`config.mk`:
```
export PLATFORM = sky130hd
export DESIGN_NAME = ordered_list_insert_delete_flat
export DESIGN_NICKNAME = d
export VERILOG_FILES = /design/src/hw/rtl/olid_pkg.sv /design/src/hw/rtl/olid_ifs.sv /design/src/hw/rtl/olid_ram.sv /design/src/hw/rtl/olid_front.sv /design/src/hw/rtl/olid_cmd_fifo.sv /design/src/hw/rtl/olid_back.sv /design/src/hw/rtl/ordered_list_insert_delete.sv /design/src/flat_wrapper.sv
export VERILOG_INCLUDE_DIRS = /design/src /design/src/hw/rtl
export SDC_FILE = /design/constraint.sdc
export NUM_CORES = 1
export LEC_CHECK = 0
export ABC_AREA = 1
export BUFFER_PORTS_ARGS = -buffer_cell sky130_fd_sc_hd__buf_2
export CAP_MARGIN = 0
export CORE_UTILIZATION = 55
export CTS_BUF_LIST = sky130_fd_sc_hd__clkbuf_4
export DETAILED_ROUTE_END_ITERATION = 12
export GPL_ROUTABILITY_DRIVEN = 1
export GPL_TIMING_DRIVEN = 0
export MAX_ROUTING_LAYER = met4
export PLACE_DENSITY = 0.71
export SYNTH_ARGS = -nofsm -noshare
export SYNTH_HDL_FRONTEND = slang
export SYNTH_SLANG_ARGS = --single-unit
```
`constraint.sdc`:
```
create_clock -name clk -period 5.91 [get_ports clk]
set_input_delay 0 -clock clk [delete_from_list [all_inputs] [get_ports clk]]
set_output_delay 0 -clock clk [all_outputs]
set_load 0.01 [all_outputs]
```
`src/hw/rtl/ordered_list_insert_delete_defines.svh`:
```
// ----------------------------------------------------------------------------
// ordered list insert/delete assertion macros
// concurrent assertion helpers, empty when built for synthesis
// ----------------------------------------------------------------------------
`ifndef ORDERED_LIST_INSERT_DELETE_DEFINES_SVH
`define ORDERED_LIST_INSERT_DELETE_DEFINES_SVH

`ifndef SYNTHESIS

// same-cycle implication, sampled on clk, quiet during reset
`define OLID_ASSERT_NOW(lbl, ante, cons) \
	lbl: assert property (@(posedge clk) disable iff (!arst_n) (ante) |-> (cons)) \
		else $error("olid assertion failed");

// next-cycle implication, sampled on clk, quiet during reset
`define OLID_ASSERT_NEXT(lbl, ante, cons) \
	lbl: assert property (@(posedge clk) disable iff (!arst_n) (ante) |=> (cons)) \
		else $error("olid assertion failed");

`else

`define OLID_ASSERT_NOW(lbl, ante, cons)
`define OLID_ASSERT_NEXT(lbl, ante, cons)

`endif

`endif

```
`src/hw/rtl/olid_pkg.sv`:
```
// ----------------------------------------------------------------------------
// olid_pkg
// shared types and codes of the ordered list block
// ----------------------------------------------------------------------------
package olid_pkg;

	localparam int DATA_W  = 32;
	localparam int OP_W    = 2;
	localparam int MAX_CAP = 64;
	localparam int POS_W   = $clog2(MAX_CAP);

	// input opcodes
	localparam logic [OP_W-1:0] OP_FRONT = 2'd0;
	localparam logic [OP_W-1:0] OP_BACK  = 2'd1;
	localparam logic [OP_W-1:0] OP_DEL   = 2'd2;

	// classified command kinds
	localparam logic [1:0] CMD_NOP   = 2'd0;
	localparam logic [1:0] CMD_FRONT = 2'd1;
	localparam logic [1:0] CMD_BACK  = 2'd2;
	localparam logic [1:0] CMD_DEL   = 2'd3;

	typedef struct packed {
		logic [1:0]               kind;
		logic [POS_W-1:0]         pos;
		logic signed [DATA_W-1:0] value;
	} cmd_t;

	typedef struct packed {
		logic full;
		logic empty;
	} q_stat_t;

	typedef struct packed {
		logic [POS_W:0] len;
	} back_stat_t;

endpackage

```
`src/hw/rtl/olid_ifs.sv`:
```
// ----------------------------------------------------------------------------
// olid channel interfaces
// valid/ready channels for commands and list results
// ----------------------------------------------------------------------------
interface olid_cmd_if;
	logic                               valid;
	logic                               ready;
	logic [olid_pkg::OP_W-1:0]          opcode;
	logic signed [olid_pkg::DATA_W-1:0] operand;

	modport source (output valid, output opcode, output operand, input ready);
	modport sink (input valid, input opcode, input operand, output ready);
endinterface

interface olid_res_if;
	logic                               valid;
	logic                               ready;
	logic signed [olid_pkg::DATA_W-1:0] element;
	logic                               list_empty;
	logic                               dropped;
	logic                               last;

	modport source (output valid, output element, output list_empty, output dropped,
		output last, input ready);
	modport sink (input valid, input element, input list_empty, input dropped,
		input last, output ready);
endinterface

```
`src/hw/rtl/olid_ram.sv`:
```
// ----------------------------------------------------------------------------
// olid_ram
// simple dual-port ram, one write and one registered read port
// ----------------------------------------------------------------------------
module olid_ram #(
	parameter int WIDTH = 32,
	parameter int DEPTH = 32
) (
	input  logic                     clk,
	input  logic                     we,
	input  logic [$clog2(DEPTH)-1:0] waddr,
	input  logic [WIDTH-1:0]         wdata,
	input  logic                     re,
	input  logic [$clog2(DEPTH)-1:0] raddr,
	output logic [WIDTH-1:0]         rdata
);

	logic [WIDTH-1:0] mem_q [DEPTH];

	always_ff @(posedge clk) begin
		if (we) begin
			mem_q[waddr] <= wdata;
		end
		// read data holds while re is low
		if (re) begin
			rdata <= mem_q[raddr];
		end
	end

endmodule

```
`src/hw/rtl/olid_front.sv`:
```
// ----------------------------------------------------------------------------
// olid_front
// accepts commands, classifies them and registers the result
// ----------------------------------------------------------------------------
module olid_front #(
	parameter int CAPACITY = 32
) (
	input  logic             clk,
	input  logic             arst_n,
	olid_cmd_if.sink         cmd,
	output logic             vld_s1,
	output olid_pkg::cmd_t   cmd_s1,
	input  logic             rdy
);

	olid_pkg::cmd_t cls;

	// negative or out-of-capacity positions never hit an element
	always_comb begin
		cls.value = cmd.operand;
		cls.pos   = cmd.operand[olid_pkg::POS_W-1:0];
		unique case (cmd.opcode)
			olid_pkg::OP_FRONT: cls.kind = olid_pkg::CMD_FRONT;
			olid_pkg::OP_BACK:  cls.kind = olid_pkg::CMD_BACK;
			olid_pkg::OP_DEL: begin
				if (!cmd.operand[31] && (cmd.operand[30:0] < 31'(CAPACITY))) begin
					cls.kind = olid_pkg::CMD_DEL;
				end else begin
					cls.kind = olid_pkg::CMD_NOP;
				end
			end
			default: cls.kind = olid_pkg::CMD_NOP;
		endcase
	end

	assign cmd.ready = !vld_s1 || rdy;

	always_ff @(posedge clk or negedge arst_n) begin
		if (!arst_n) begin
			vld_s1 <= 1'b0;
		end else if (cmd.ready) begin
			vld_s1 <= cmd.valid;
		end
	end

	always_ff @(posedge clk) begin
		if (cmd.valid && cmd.ready) begin
			cmd_s1 <= cls;
		end
	end

endmodule

```
`src/hw/rtl/olid_cmd_fifo.sv`:
```
// ----------------------------------------------------------------------------
// olid_cmd_fifo
// two-entry command queue between front and back
// ----------------------------------------------------------------------------
module olid_cmd_fifo (
	input  logic              clk,
	input  logic              arst_n,
	input  logic              push,
	input  olid_pkg::cmd_t    push_cmd,
	input  logic              pop,
	output olid_pkg::cmd_t    pop_cmd,
	output olid_pkg::q_stat_t stat
);

	olid_pkg::cmd_t ent_q [2];
	logic           wr_ptr_q;
	logic           rd_ptr_q;
	logic [1:0]     cnt_q;
	logic           do_push;
	logic           do_pop;

	assign stat.full  = (cnt_q == 2'd2);
	assign stat.empty = (cnt_q == 2'd0);
	assign do_push    = push && !stat.full;
	assign do_pop     = pop && !stat.empty;
	assign pop_cmd    = ent_q[rd_ptr_q];

	always_ff @(posedge clk or negedge arst_n) begin
		if (!arst_n) begin
			wr_ptr_q <= 1'b0;
			rd_ptr_q <= 1'b0;
			cnt_q    <= 2'd0;
		end else begin
			if (do_push) begin
				wr_ptr_q <= !wr_ptr_q;
			end
			if (do_pop) begin
				rd_ptr_q <= !rd_ptr_q;
			end
			case ({do_push, do_pop})
				2'b10:   cnt_q <= cnt_q + 2'd1;
				2'b01:   cnt_q <= cnt_q - 2'd1;
				default: cnt_q <= cnt_q;
			endcase
		end
	end

	always_ff @(posedge clk) begin
		if (do_push) begin
			ent_q[wr_ptr_q] <= push_cmd;
		end
	end

endmodule

```
`src/hw/rtl/olid_back.sv`:
```
// ----------------------------------------------------------------------------
// olid_back
// applies commands to the ring store and streams the list out
// ----------------------------------------------------------------------------
module olid_back #(
	parameter int CAPACITY = 32
) (
	input  logic                 clk,
	input  logic                 arst_n,
	input  logic                 cmd_valid,
	input  olid_pkg::cmd_t       cmd_in,
	output logic                 cmd_pop,
	olid_res_if.source           result,
	output olid_pkg::back_stat_t stat
);

	localparam int AW    = $clog2(CAPACITY);
	localparam int DEPTH = 1 << AW;
	localparam int LW    = $clog2(CAPACITY + 1);

	localparam logic [1:0] ST_IDLE  = 2'd0;
	localparam logic [1:0] ST_SHIFT = 2'd1;
	localparam logic [1:0] ST_EMIT  = 2'd2;

	logic [1:0]    state_q;
	logic [AW-1:0] head_q;
	logic [LW-1:0] len_q;
	logic          drop_q;
	logic [LW-1:0] idx_q;
	logic          sh_pend_q;
	logic [LW-1:0] sh_wr_q;
	logic          rd_pend_q;
	logic          rd_last_q;

	logic                               out_vld_q;
	logic signed [olid_pkg::DATA_W-1:0] out_elem_q;
	logic                               out_empty_q;
	logic                               out_drop_q;
	logic                               out_last_q;

	logic                        take;
	logic                        is_ins;
	logic                        full;
	logic                        ins_ok;
	logic                        del_hit;
	logic [LW-1:0]               pos_l;
	logic                        sh_rd;
	logic                        sh_wr_en;
	logic                        sh_done;
	logic                        out_free;
	logic                        load;
	logic                        em_rd;
	logic                        em_empty;

	logic                        ram_we;
	logic [AW-1:0]               ram_waddr;
	logic [olid_pkg::DATA_W-1:0] ram_wdata;
	logic                        ram_re;
	logic [AW-1:0]               ram_raddr;
	logic [olid_pkg::DATA_W-1:0] ram_rdata;

	olid_ram #(
		.WIDTH (olid_pkg::DATA_W),
		.DEPTH (DEPTH)
	) u_store (
		.clk   (clk),
		.we    (ram_we),
		.waddr (ram_waddr),
		.wdata (ram_wdata),
		.re    (ram_re),
		.raddr (ram_raddr),
		.rdata (ram_rdata)
	);

	// command decode in idle
	assign take    = (state_q == ST_IDLE) && cmd_valid;
	assign is_ins  = (cmd_in.kind == olid_pkg::CMD_FRONT) || (cmd_in.kind == olid_pkg::CMD_BACK);
	assign full    = (len_q == LW'(CAPACITY));
	assign ins_ok  = take && is_ins && !full;
	assign pos_l   = LW'(cmd_in.pos);
	assign del_hit = take && (cmd_in.kind == olid_pkg::CMD_DEL) && (pos_l < len_q);
	assign cmd_pop = (state_q == ST_IDLE);

	// shift pass: read entry j, write it to j-1 the next cycle
	assign sh_rd    = (state_q == ST_SHIFT) && (idx_q < len_q);
	assign sh_wr_en = (state_q == ST_SHIFT) && sh_pend_q;
	assign sh_done  = (state_q == ST_SHIFT) && !sh_rd && !sh_pend_q;

	// emit pass: ram read data feeds the output register
	assign out_free = !out_vld_q || result.ready;
	assign load     = rd_pend_q && out_free;
	assign em_rd    = (state_q == ST_EMIT) && (len_q != '0) && (idx_q < len_q)
		&& (!rd_pend_q || load);
	assign em_empty = (state_q == ST_EMIT) && (len_q == '0) && out_free;

	always_comb begin
		ram_we    = ins_ok || sh_wr_en;
		ram_wdata = ram_rdata;
		ram_waddr = head_q + AW'(sh_wr_q);
		if (ins_ok) begin
			ram_wdata = cmd_in.value;
			if (cmd_in.kind == olid_pkg::CMD_FRONT) begin
				ram_waddr = head_q - AW'(1);
			end else begin
				ram_waddr = head_q + AW'(len_q);
			end
		end
		ram_re    = sh_rd || em_rd;
		ram_raddr = head_q + AW'(idx_q);
	end

	always_ff @(posedge clk or negedge arst_n) begin
		if (!arst_n) begin
			state_q   <= ST_IDLE;
			head_q    <= '0;
			len_q     <= '0;
			drop_q    <= 1'b0;
			idx_q     <= '0;
			sh_pend_q <= 1'b0;
			sh_wr_q   <= '0;
			rd_pend_q <= 1'b0;
			rd_last_q <= 1'b0;
			out_vld_q <= 1'b0;
		end else begin
			unique case (state_q)
				ST_IDLE: begin
					if (take) begin
						drop_q    <= is_ins && full;
						sh_pend_q <= 1'b0;
						if (del_hit && (pos_l != '0)) begin
							idx_q   <= pos_l + LW'(1);
							state_q <= ST_SHIFT;
						end else begin
							idx_q   <= '0;
							state_q <= ST_EMIT;
						end
						if (ins_ok) begin
							len_q <= len_q + LW'(1);
							if (cmd_in.kind == olid_pkg::CMD_FRONT) begin
								head_q <= head_q - AW'(1);
							end
						end
						if (del_hit && (pos_l == '0)) begin
							head_q <= head_q + AW'(1);
							len_q  <= len_q - LW'(1);
						end
					end
				end
				ST_SHIFT: begin
					if (sh_rd) begin
						idx_q     <= idx_q + LW'(1);
						sh_pend_q <= 1'b1;
						sh_wr_q   <= idx_q - LW'(1);
					end else begin
						sh_pend_q <= 1'b0;
					end
					if (sh_done) begin
						len_q   <= len_q - LW'(1);
						idx_q   <= '0;
						state_q <= ST_EMIT;
					end
				end
				ST_EMIT: begin
					if (em_rd) begin
						idx_q     <= idx_q + LW'(1);
						rd_pend_q <= 1'b1;
						rd_last_q <= (idx_q + LW'(1) == len_q);
					end else if (load) begin
						rd_pend_q <= 1'b0;
					end
					if ((load && rd_last_q) || em_empty) begin
						state_q <= ST_IDLE;
					end
				end
				default: state_q <= ST_IDLE;
			endcase

			if (load || em_empty) begin
				out_vld_q <= 1'b1;
			end else if (result.ready) begin
				out_vld_q <= 1'b0;
			end
		end
	end

	always_ff @(posedge clk) begin
		if (load) begin
			out_elem_q  <= ram_rdata;
			out_empty_q <= 1'b0;
			out_drop_q  <= drop_q;
			out_last_q  <= rd_last_q;
		end else if (em_empty) begin
			out_elem_q  <= '0;
			out_empty_q <= 1'b1;
			out_drop_q  <= drop_q;
			out_last_q  <= 1'b1;
		end
	end

	assign result.valid      = out_vld_q;
	assign result.element    = out_elem_q;
	assign result.list_empty = out_empty_q;
	assign result.dropped    = out_drop_q;
	assign result.last       = out_last_q;

	assign stat.len = (olid_pkg::POS_W + 1)'(len_q);

endmodule

```
`src/hw/rtl/ordered_list_insert_delete.sv`:
```
// ----------------------------------------------------------------------------
// ordered_list_insert_delete
// bounded ordered list with front insert, back append and delete at position
// ----------------------------------------------------------------------------
//
//   channel  dir  handshake      payload
//   -------  ---  -------------  -----------------------------------------
//   cmd      in   valid / ready  opcode[1:0], operand[31:0] signed
//   result   out  valid / ready  element[31:0] signed, list_empty, dropped,
//                                last
//
// each command is applied to the store, then the whole list is streamed out
// (the store has a single registered read port, one element a cycle while the
// result is not stalled); a delete behind the front first passes a shift state
// that moves every element behind the removed one down by one entry
// arst_n clears the list length and all handshake state; store contents are
// left as they are and only entries below the length are ever read
// a stalled result holds in the output register; a two-entry command queue
// lets the front keep taking transactions while the back is streaming
//
module ordered_list_insert_delete #(
	parameter int CAPACITY = 32
) (
	input logic        clk,
	input logic        arst_n,
	olid_cmd_if.sink   cmd,
	olid_res_if.source result
);

`include "ordered_list_insert_delete_defines.svh"

	// front stage output
	logic                 f_vld_s1;
	olid_pkg::cmd_t       f_cmd_s1;

	// queue side
	olid_pkg::q_stat_t    q_stat;
	olid_pkg::cmd_t       q_cmd;
	logic                 b_pop;

	olid_pkg::back_stat_t back_stat;

	// classify and register incoming transactions
	olid_front #(
		.CAPACITY (CAPACITY)
	) u_front (
		.clk    (clk),
		.arst_n (arst_n),
		.cmd    (cmd),
		.vld_s1 (f_vld_s1),
		.cmd_s1 (f_cmd_s1),
		.rdy    (!q_stat.full)
	);

	// decouples front from the streaming back end
	olid_cmd_fifo u_queue (
		.clk      (clk),
		.arst_n   (arst_n),
		.push     (f_vld_s1),
		.push_cmd (f_cmd_s1),
		.pop      (b_pop),
		.pop_cmd  (q_cmd),
		.stat     (q_stat)
	);

	// applies the update and streams the list front to back
	olid_back #(
		.CAPACITY (CAPACITY)
	) u_back (
		.clk       (clk),
		.arst_n    (arst_n),
		.cmd_valid (!q_stat.empty),
		.cmd_in    (q_cmd),
		.cmd_pop   (b_pop),
		.result    (result),
		.stat      (back_stat)
	);

	// an empty-list result always closes its transaction group
	`OLID_ASSERT_NOW(a_empty_is_last, result.valid && result.list_empty, result.last)

	// a refused insert means the list was full, so never empty
	`OLID_ASSERT_NOW(a_drop_not_empty, result.valid && result.dropped, !result.list_empty)

	// list length never exceeds the capacity
	`OLID_ASSERT_NOW(a_len_bound, 1'b1, back_stat.len <= (olid_pkg::POS_W + 1)'(CAPACITY))

	// a full queue that is not popped is still occupied the next cycle
	`OLID_ASSERT_NEXT(a_queue_fill, q_stat.full && !b_pop, !q_stat.empty)

endmodule

```
`src/flat_wrapper.sv`:
```
// flat-port wrapper written by rule: the top's interface ports become plain ports
module ordered_list_insert_delete_flat 
#(
	parameter int CAPACITY = 32
)
  (clk, arst_n, cmd_valid, cmd_opcode, cmd_operand, cmd_ready, result_valid, result_element, result_list_empty, result_dropped, result_last, result_ready);
  olid_cmd_if cmd_i ();
  olid_res_if result_i ();
  input logic clk;
  input logic arst_n;
  input wire logic [$bits(cmd_i.valid)-1:0] cmd_valid;
  input wire logic [$bits(cmd_i.opcode)-1:0] cmd_opcode;
  input wire logic [$bits(cmd_i.operand)-1:0] cmd_operand;
  output wire logic [$bits(cmd_i.ready)-1:0] cmd_ready;
  output wire logic [$bits(result_i.valid)-1:0] result_valid;
  output wire logic [$bits(result_i.element)-1:0] result_element;
  output wire logic [$bits(result_i.list_empty)-1:0] result_list_empty;
  output wire logic [$bits(result_i.dropped)-1:0] result_dropped;
  output wire logic [$bits(result_i.last)-1:0] result_last;
  input wire logic [$bits(result_i.ready)-1:0] result_ready;
  assign cmd_i.valid = cmd_valid;
  assign cmd_i.opcode = cmd_opcode;
  assign cmd_i.operand = cmd_operand;
  assign cmd_ready = cmd_i.ready;
  assign result_valid = result_i.valid;
  assign result_element = result_i.element;
  assign result_list_empty = result_i.list_empty;
  assign result_dropped = result_i.dropped;
  assign result_last = result_i.last;
  assign result_i.ready = result_ready;
  ordered_list_insert_delete #(.CAPACITY(CAPACITY)) u_core (.clk(clk), .arst_n(arst_n), .cmd(cmd_i), .result(result_i));
endmodule
```
======== Word-level counts from Yosys, hierarchy flattened ========
Memory sizes are Yosys's and may differ from the RTL's. A register that Yosys moved wholly into a read port is not among the register bits.
Cells that the tools add are included.
operators by class
  muxes and demuxes ....................... 42
  reductions and logical operators ........ 65
  add/subtract/negate cells ............... 12
  order comparisons ....................... 3
  eq/ne operators ......................... 18
operators with widths
  kind                 count
  $mux 32              3
  $mux 6               9
  $lt 31x6->1 const B  1
  $mux 5               5
  $logic_and 1x1->1    22
  $add 6x1->6 const B  3
  $pmux 6 s3           1
  $add 5x5->5          3
  $mux 1               14
  $reduce_bool 2->1    7
  $eq 2x2->1 const B   6
  $logic_not 6->1      2
  $lt 6x6->1           2
  $pmux 2 s3           2
  $pmux 6 s2           1
  $reduce_and 4->1     3
  $reduce_bool 6->1    2
  $logic_not 1->1      11
  $mux 2               5
  $reduce_and 2->1     5
  $sub 5x1->5 const B  2
  $eq 2x1->1 const B   4
  $logic_or 1x1->1     8
  $eq 6x6->1           1
  other kinds (13)     18
storage, ports and cells
  logic and storage cells ................. 163
  register bits after elaboration ......... 109
  memory bits (writable) .................. 1104
  input bits .............................. 38
  output and inout port bits .............. 37
  memories kept ........................... 2
memory list
  memory                       depth  bits a word  read ports  clocked after memory_dff  write ports  line                 source
  u_core.u_back.u_store.mem_q  32     32           1           1                         1            olid_ram.sv:18       logic [WIDTH-1:0] mem_q [DEPTH];
  u_core.u_queue.ent_q         2      40           1           0                         1            olid_cmd_fifo.sv:15  olid_pkg::cmd_t ent_q [2];

======== Logic depth before layout (Yosys ltp) ========
  depth after elaboration ................. 9
  gate-level depth with buffers ........... 17

======== Cells and area by module ========
From an unflattened synthesis, not the netlist that was laid out.
second synthesis, totals
  cells, all modules ...................... 4521
  area, all modules ....................... 51984.9 um^2
by module, submodules not included
  module                      cells each  seq. area each (um^2)  times used  area each (um^2)
  olid_ram                    3536        31710.4                1           42726.0
  olid_back                   646         1766.7                 1           4778.3
  olid_cmd_fifo               242         2502.4                 1           3169.3
  olid_front                  95          1046.0                 1           1303.8
  ordered_list_insert_delete  2           0.0                    1           7.5

======== Worst setup path after synthesis ========
Ideal clock, no wire load.
  kind .................................... register to register
  start ................................... register u_core.u_queue.rd_ptr_q
  end ..................................... memory u_core.u_back.u_store.mem_q[10][0] (enable)
  setup slack ............................. 1.806 ns
  stages on the path, launching flop included .. 17
  data required time ...................... 5.489 ns
  buffers on the path ..................... 3
  data arrival time ....................... 3.683 ns
  path through ............................ dfrtp_1 -> buf_4 -> inv_2 -> clkbuf_1 -> clkbuf_1 -> nand2_1 -> nand2_1 -> ha_1 -> inv_1 -> nand2_4 -> nor2_8 -> inv_6 -> nand2_2 -> o21ai_4 -> inv_2 -> nand3_4 -> nor2_1
on the way
  word-level cells in the longest chain between the ends .. 8
RTL lines
  item                                             line                               source
  start: declaration                               olid_cmd_fifo.sv:17                logic rd_ptr_q;
  start signal: assignment                         olid_cmd_fifo.sv:38                rd_ptr_q <= !rd_ptr_q;
  $mem_v2 2x40 *                                   -
  $eq 2x1->1 / $eq 2x2->1 (equally long branches)  olid_back.sv:77, olid_back.sv:102
  $logic_or 1x1->1                                 olid_back.sv:77                    assign is_ins = (cmd_in.kind == olid_pkg::CMD_FRONT) || (cmd_in.kind == olid_pkg::CMD_BACK);
  $logic_and 1x1->1 (2 in a row)                   olid_back.sv:79                    assign ins_ok = take && is_ins && !full;
  $logic_or 1x1->1                                 olid_back.sv:97                    ram_we = ins_ok || sh_wr_en;
  $mux 1                                           olid_ram.sv:21                     if (we) begin
  $mux 1 (not written as such)                     olid_ram.sv:22                     mem_q[waddr] <= wdata;
  end: declaration                                 olid_ram.sv:18
Every way passes the cells marked *; elsewhere a longest branch is shown, timed or not.

======== Final worst setup path ========
  start ................................... register u_core.u_queue.rd_ptr_q
  end ..................................... memory u_core.u_back.u_store.mem_q[1][5] (enable)
Same word-level chain as after synthesis.

==> flow_summary_export.csv <==
group,metric,value,unit
routing,avgRoutedWirePerCell,24.8,um
grt,global_route_wire_length_before_repair,215000,um
floorplan,initial_utilization,55.6,%
floorplan,chipHeight,304,um
job,cap_violations,1,
sta,report.final.slew_viol_count,11,
sta,final_min_period,4830,ps
grt,number_of_global_route_vias_before_repair,34700,
floorplan,fp-row-count,110,
routing,post_drt_via_cell_ratio,6.07,
setup_path,crit_path_max_fanout,17,
sta,tightestPinTransition,1530,ps
grt,globalRoute.totalOverflow,0,
routing,vias_after_detailed_routing,36000,
placement,port_buffers,74,
clock_network,h-tree-depth,5,
setup_path,crit_type,"flop to flop",
clock_network,max-clock-path-buffers,4,
routing,totalWireLength,147000,um
layout,most_frequent_standard_cell_in_the_layout_excluding_fill_and_tap_cells,"sky130_fd_sc_hd__edfxtp_1",
sta,highest_achievable_clock_rate,207,MHz
routing,highest-signal-layer,"met4",
setup_path,cp_capture_type,"flop",
setup_path,wp_data_required,6710,ps
routing,wl_met1,54500,um
clock_network,cts_num_sinks,1227,
clock_network,cts-root-buf,"sky130_fd_sc_hd__clkbuf_4",
layout,layout.cells.most_common_list,"sky130_fd_sc_hd__edfxtp_1 (1192), sky130_fd_sc_hd__nor2_1 (882), sky130_fd_sc_hd__o21ai_0 (537)",
synth,post_synthesis_instance_total,4030,
routing,drt-pass1-iter-count,6,
clock_network,cts_tree,"built",
routing,met3_wl_post_dr,17200,um
synth,yosysTopAreaCellShare,71.3,%
synth,synth.ff_latch_count,1227,
sta,slew_headroom,-2.19,%
sta,final_hold_viol_count,0,
synth,synthDistinctLibCells,43,
sta,report.final.setup_viol,0,
routing,drcViolationCount,0,
setup_path,worstPathArrival,5630,ps
setup_path,reg2reg_setup_slack,1080,ps
floorplan,coreArea,90300,um^2
clock_network,number_of_clock_buffers_inserted_by_tritoncts,321,
routing,detail_route.iter0.violations,5323,
status,run_status,"finished, violations left",
hold_path,holdCritPathClass,"primary input to flop",
routing,ant_nets,0,
synth,synthesis.nets,4110,
clock_network,worst_setup_hold_path_clk_slew,80,ps
grt,grt_max_degree,35,
clock_network,cts_resized,0,
status,violations,"max-capacitance violations, max-slew violations",
routing,metal2_wl,67900,um
synth,synth.largest_area_cell,"sky130_fd_sc_hd__edfxtp_1",
setup_path,cp-start-kind,"flop",
sta,final.period_utilization,81.8,%
synth,avgSynthCellArea,12.5,um^2
clock_network,cts_post_setup_buffers_inserted,0,
synth,yosysWarnings,0,
grt,grt_antenna_before_repair,4,
synth,synth.top_cells.by_area,"sky130_fd_sc_hd__edfxtp_1 (71%), sky130_fd_sc_hd__nor2_1 (6.8%), sky130_fd_sc_hd__o21ai_0 (5.4%)",
layout,drive_gt1_share,16.9,%
floorplan,floorplan.io_pins,75,
grt,global_route.usage.total,32.7,%
clock_network,clock_latency,1190,ps
floorplan,total_die_area,92500,um^2
layout,layout.nets,4646,
sta,rsz0062_at_grt,"false",
synth,synth_sequential_area_ratio,73.0,%
synth,netlist_area_before_placement,50200,um^2
floorplan,dieWidth,304,um
placement,finalWeightedCongestion,0.928,
placement,hpwl,97600,um
sta,tns,0,ps
layout,flow.area_growth_from_synthesis,16.5,%
sta,worst_clock_skew,106,ps
==> kinds of logic (layout without fill, tap and decap cells) <==
family	count (synthesis)	in the layout	share of synthesized area [%]
and+or+nand+nor	1527	1527	12.2
AOI/OAI and AO/OA	851	851	9.92
other	0	7	0
adders and majority gates	42	42	1.09
DFF	1227	1227	73.0
xor gates and xnor gates	30	30	0.523
buffers and inverters	353	1070	3.21
==> cell type report <==
class | count | area, um^2
Antenna cell | 7 | 17.5
Buffer | 241 | 1180
Clock buffer | 447 | 3360
Clock inverter | 57 | 280
Fill cell | 6505 | 31800
Inverter | 112 | 428
Multi-Input combinational cell | 2450 | 12600
Sequential cell | 1227 | 36700
Tap cell | 1176 | 1470
Timing Repair Buffer | 213 | 2480
==> per-stage QoR <==
step	std cells	setup slack, ps	area (um^2)	hold WS [ps]	util (%)
after floorplan	4030	1810	50200	-296	-
after global placement	5280	-645	52000	140	57.6
after detailed placement	5342	1280	54000	153	59.9
after CTS	5923	1210	58500	5.01	64.8
after global routing	5929	847	58500	53.3	64.8
final	5930	1080	58500	74.5	64.8
==> cell usage after synthesis (all sizes together) <==
library cell     n
ha              39
a31oi           26
nand3b           2
dfxtp            1
buf            113
o31ai            1
nand3          188
edfxtp        1192
nor3b            1
o211ai         258
clkinv           1
clkbuf         128
nand2          398
xor2            23
nor4             3
a21oi           15
xnor2            7
o21ai          551
nor3             1
nand4            9
nor2           922
fa               3
inv            111
dfrtp           34
or3              1
or2              2
==> path summary, 6_finish.rpt <==
check / end / startpoint / cells past startpoint
worst min register to register: u_core.u_queue.ent_q[1][35]$_DFFE_PP_ / u_core.u_front.cmd_s1[35]$_DFFE_PP_ / 0
min in group asynchronous: u_core.u_back.len_q[3]$_DFFE_PN0P_ / arst_n / 5
worst max register to register: u_core.u_back.u_store.mem_q[1][5]$_DFFE_PP_ / u_core.u_queue.rd_ptr_q$_DFFE_PN0P_ / 15
worst min-delay path: u_core.u_front.cmd_s1[38]$_DFFE_PP_ / cmd_operand[22] / 7
worst max-delay path: u_core.u_back.u_store.mem_q[1][5]$_DFFE_PP_ / u_core.u_queue.rd_ptr_q$_DFFE_PN0P_ / 15
max in group asynchronous: u_core.u_back.sh_wr_q[3]$_DFFE_PN0P_ / arst_n / 5
==> worst max-delay path, stage by stage, from the launching register on <==
cell and delay, ps:
sky130_fd_sc_hd__dfrtp_1 370, sky130_fd_sc_hd__buf_4 170, sky130_fd_sc_hd__inv_2 120, sky130_fd_sc_hd__clkbuf_1 430
sky130_fd_sc_hd__clkbuf_1 600, sky130_fd_sc_hd__nand2_1 140, sky130_fd_sc_hd__nand2_1 190, sky130_fd_sc_hd__ha_1 240
sky130_fd_sc_hd__clkbuf_1 300, sky130_fd_sc_hd__inv_1 140, sky130_fd_sc_hd__nand3_1 130, sky130_fd_sc_hd__nand3_1 80
sky130_fd_sc_hd__nand2_1 160, sky130_fd_sc_hd__nand3_1 420, sky130_fd_sc_hd__nor2_4 720, sky130_fd_sc_hd__buf_16 250
==> repair_timing <==
action | CTS | global route
hold buffers | 77 | 0
endpoints found under the hold margin | 141 | 0
endpoints found under the setup margin | 0 | 0
==> sequential cells by signal (all words and copies together) (netlist names), 2 cells and up <==
register	cells
u_core.u_back.sh_wr_q	5
u_core.u_back.u_store.rdata	32
u_core.u_queue.cnt_q	2
u_core.u_back.u_store.mem_q	1024
u_core.u_back.head_q	5
u_core.u_front.cmd_s1	34
u_core.u_back.state_q	2
u_core.u_back.result.element	32
u_core.u_back.len_q	6
u_core.u_back.idx_q	6
u_core.u_queue.ent_q	68
==> layer usage <==
metal / track usage [%] / vias to the layer above
li1: - / 15700
met1: 42.3 / 17300
met2: 49.6 / 2506
met3: 6.50 / 461
met4: 16.3 / 0
met5: - / -
Power is left out: the tool's default activity adds up to more than one toggle a clock period on the data nets, which glitch-free logic cannot reach.
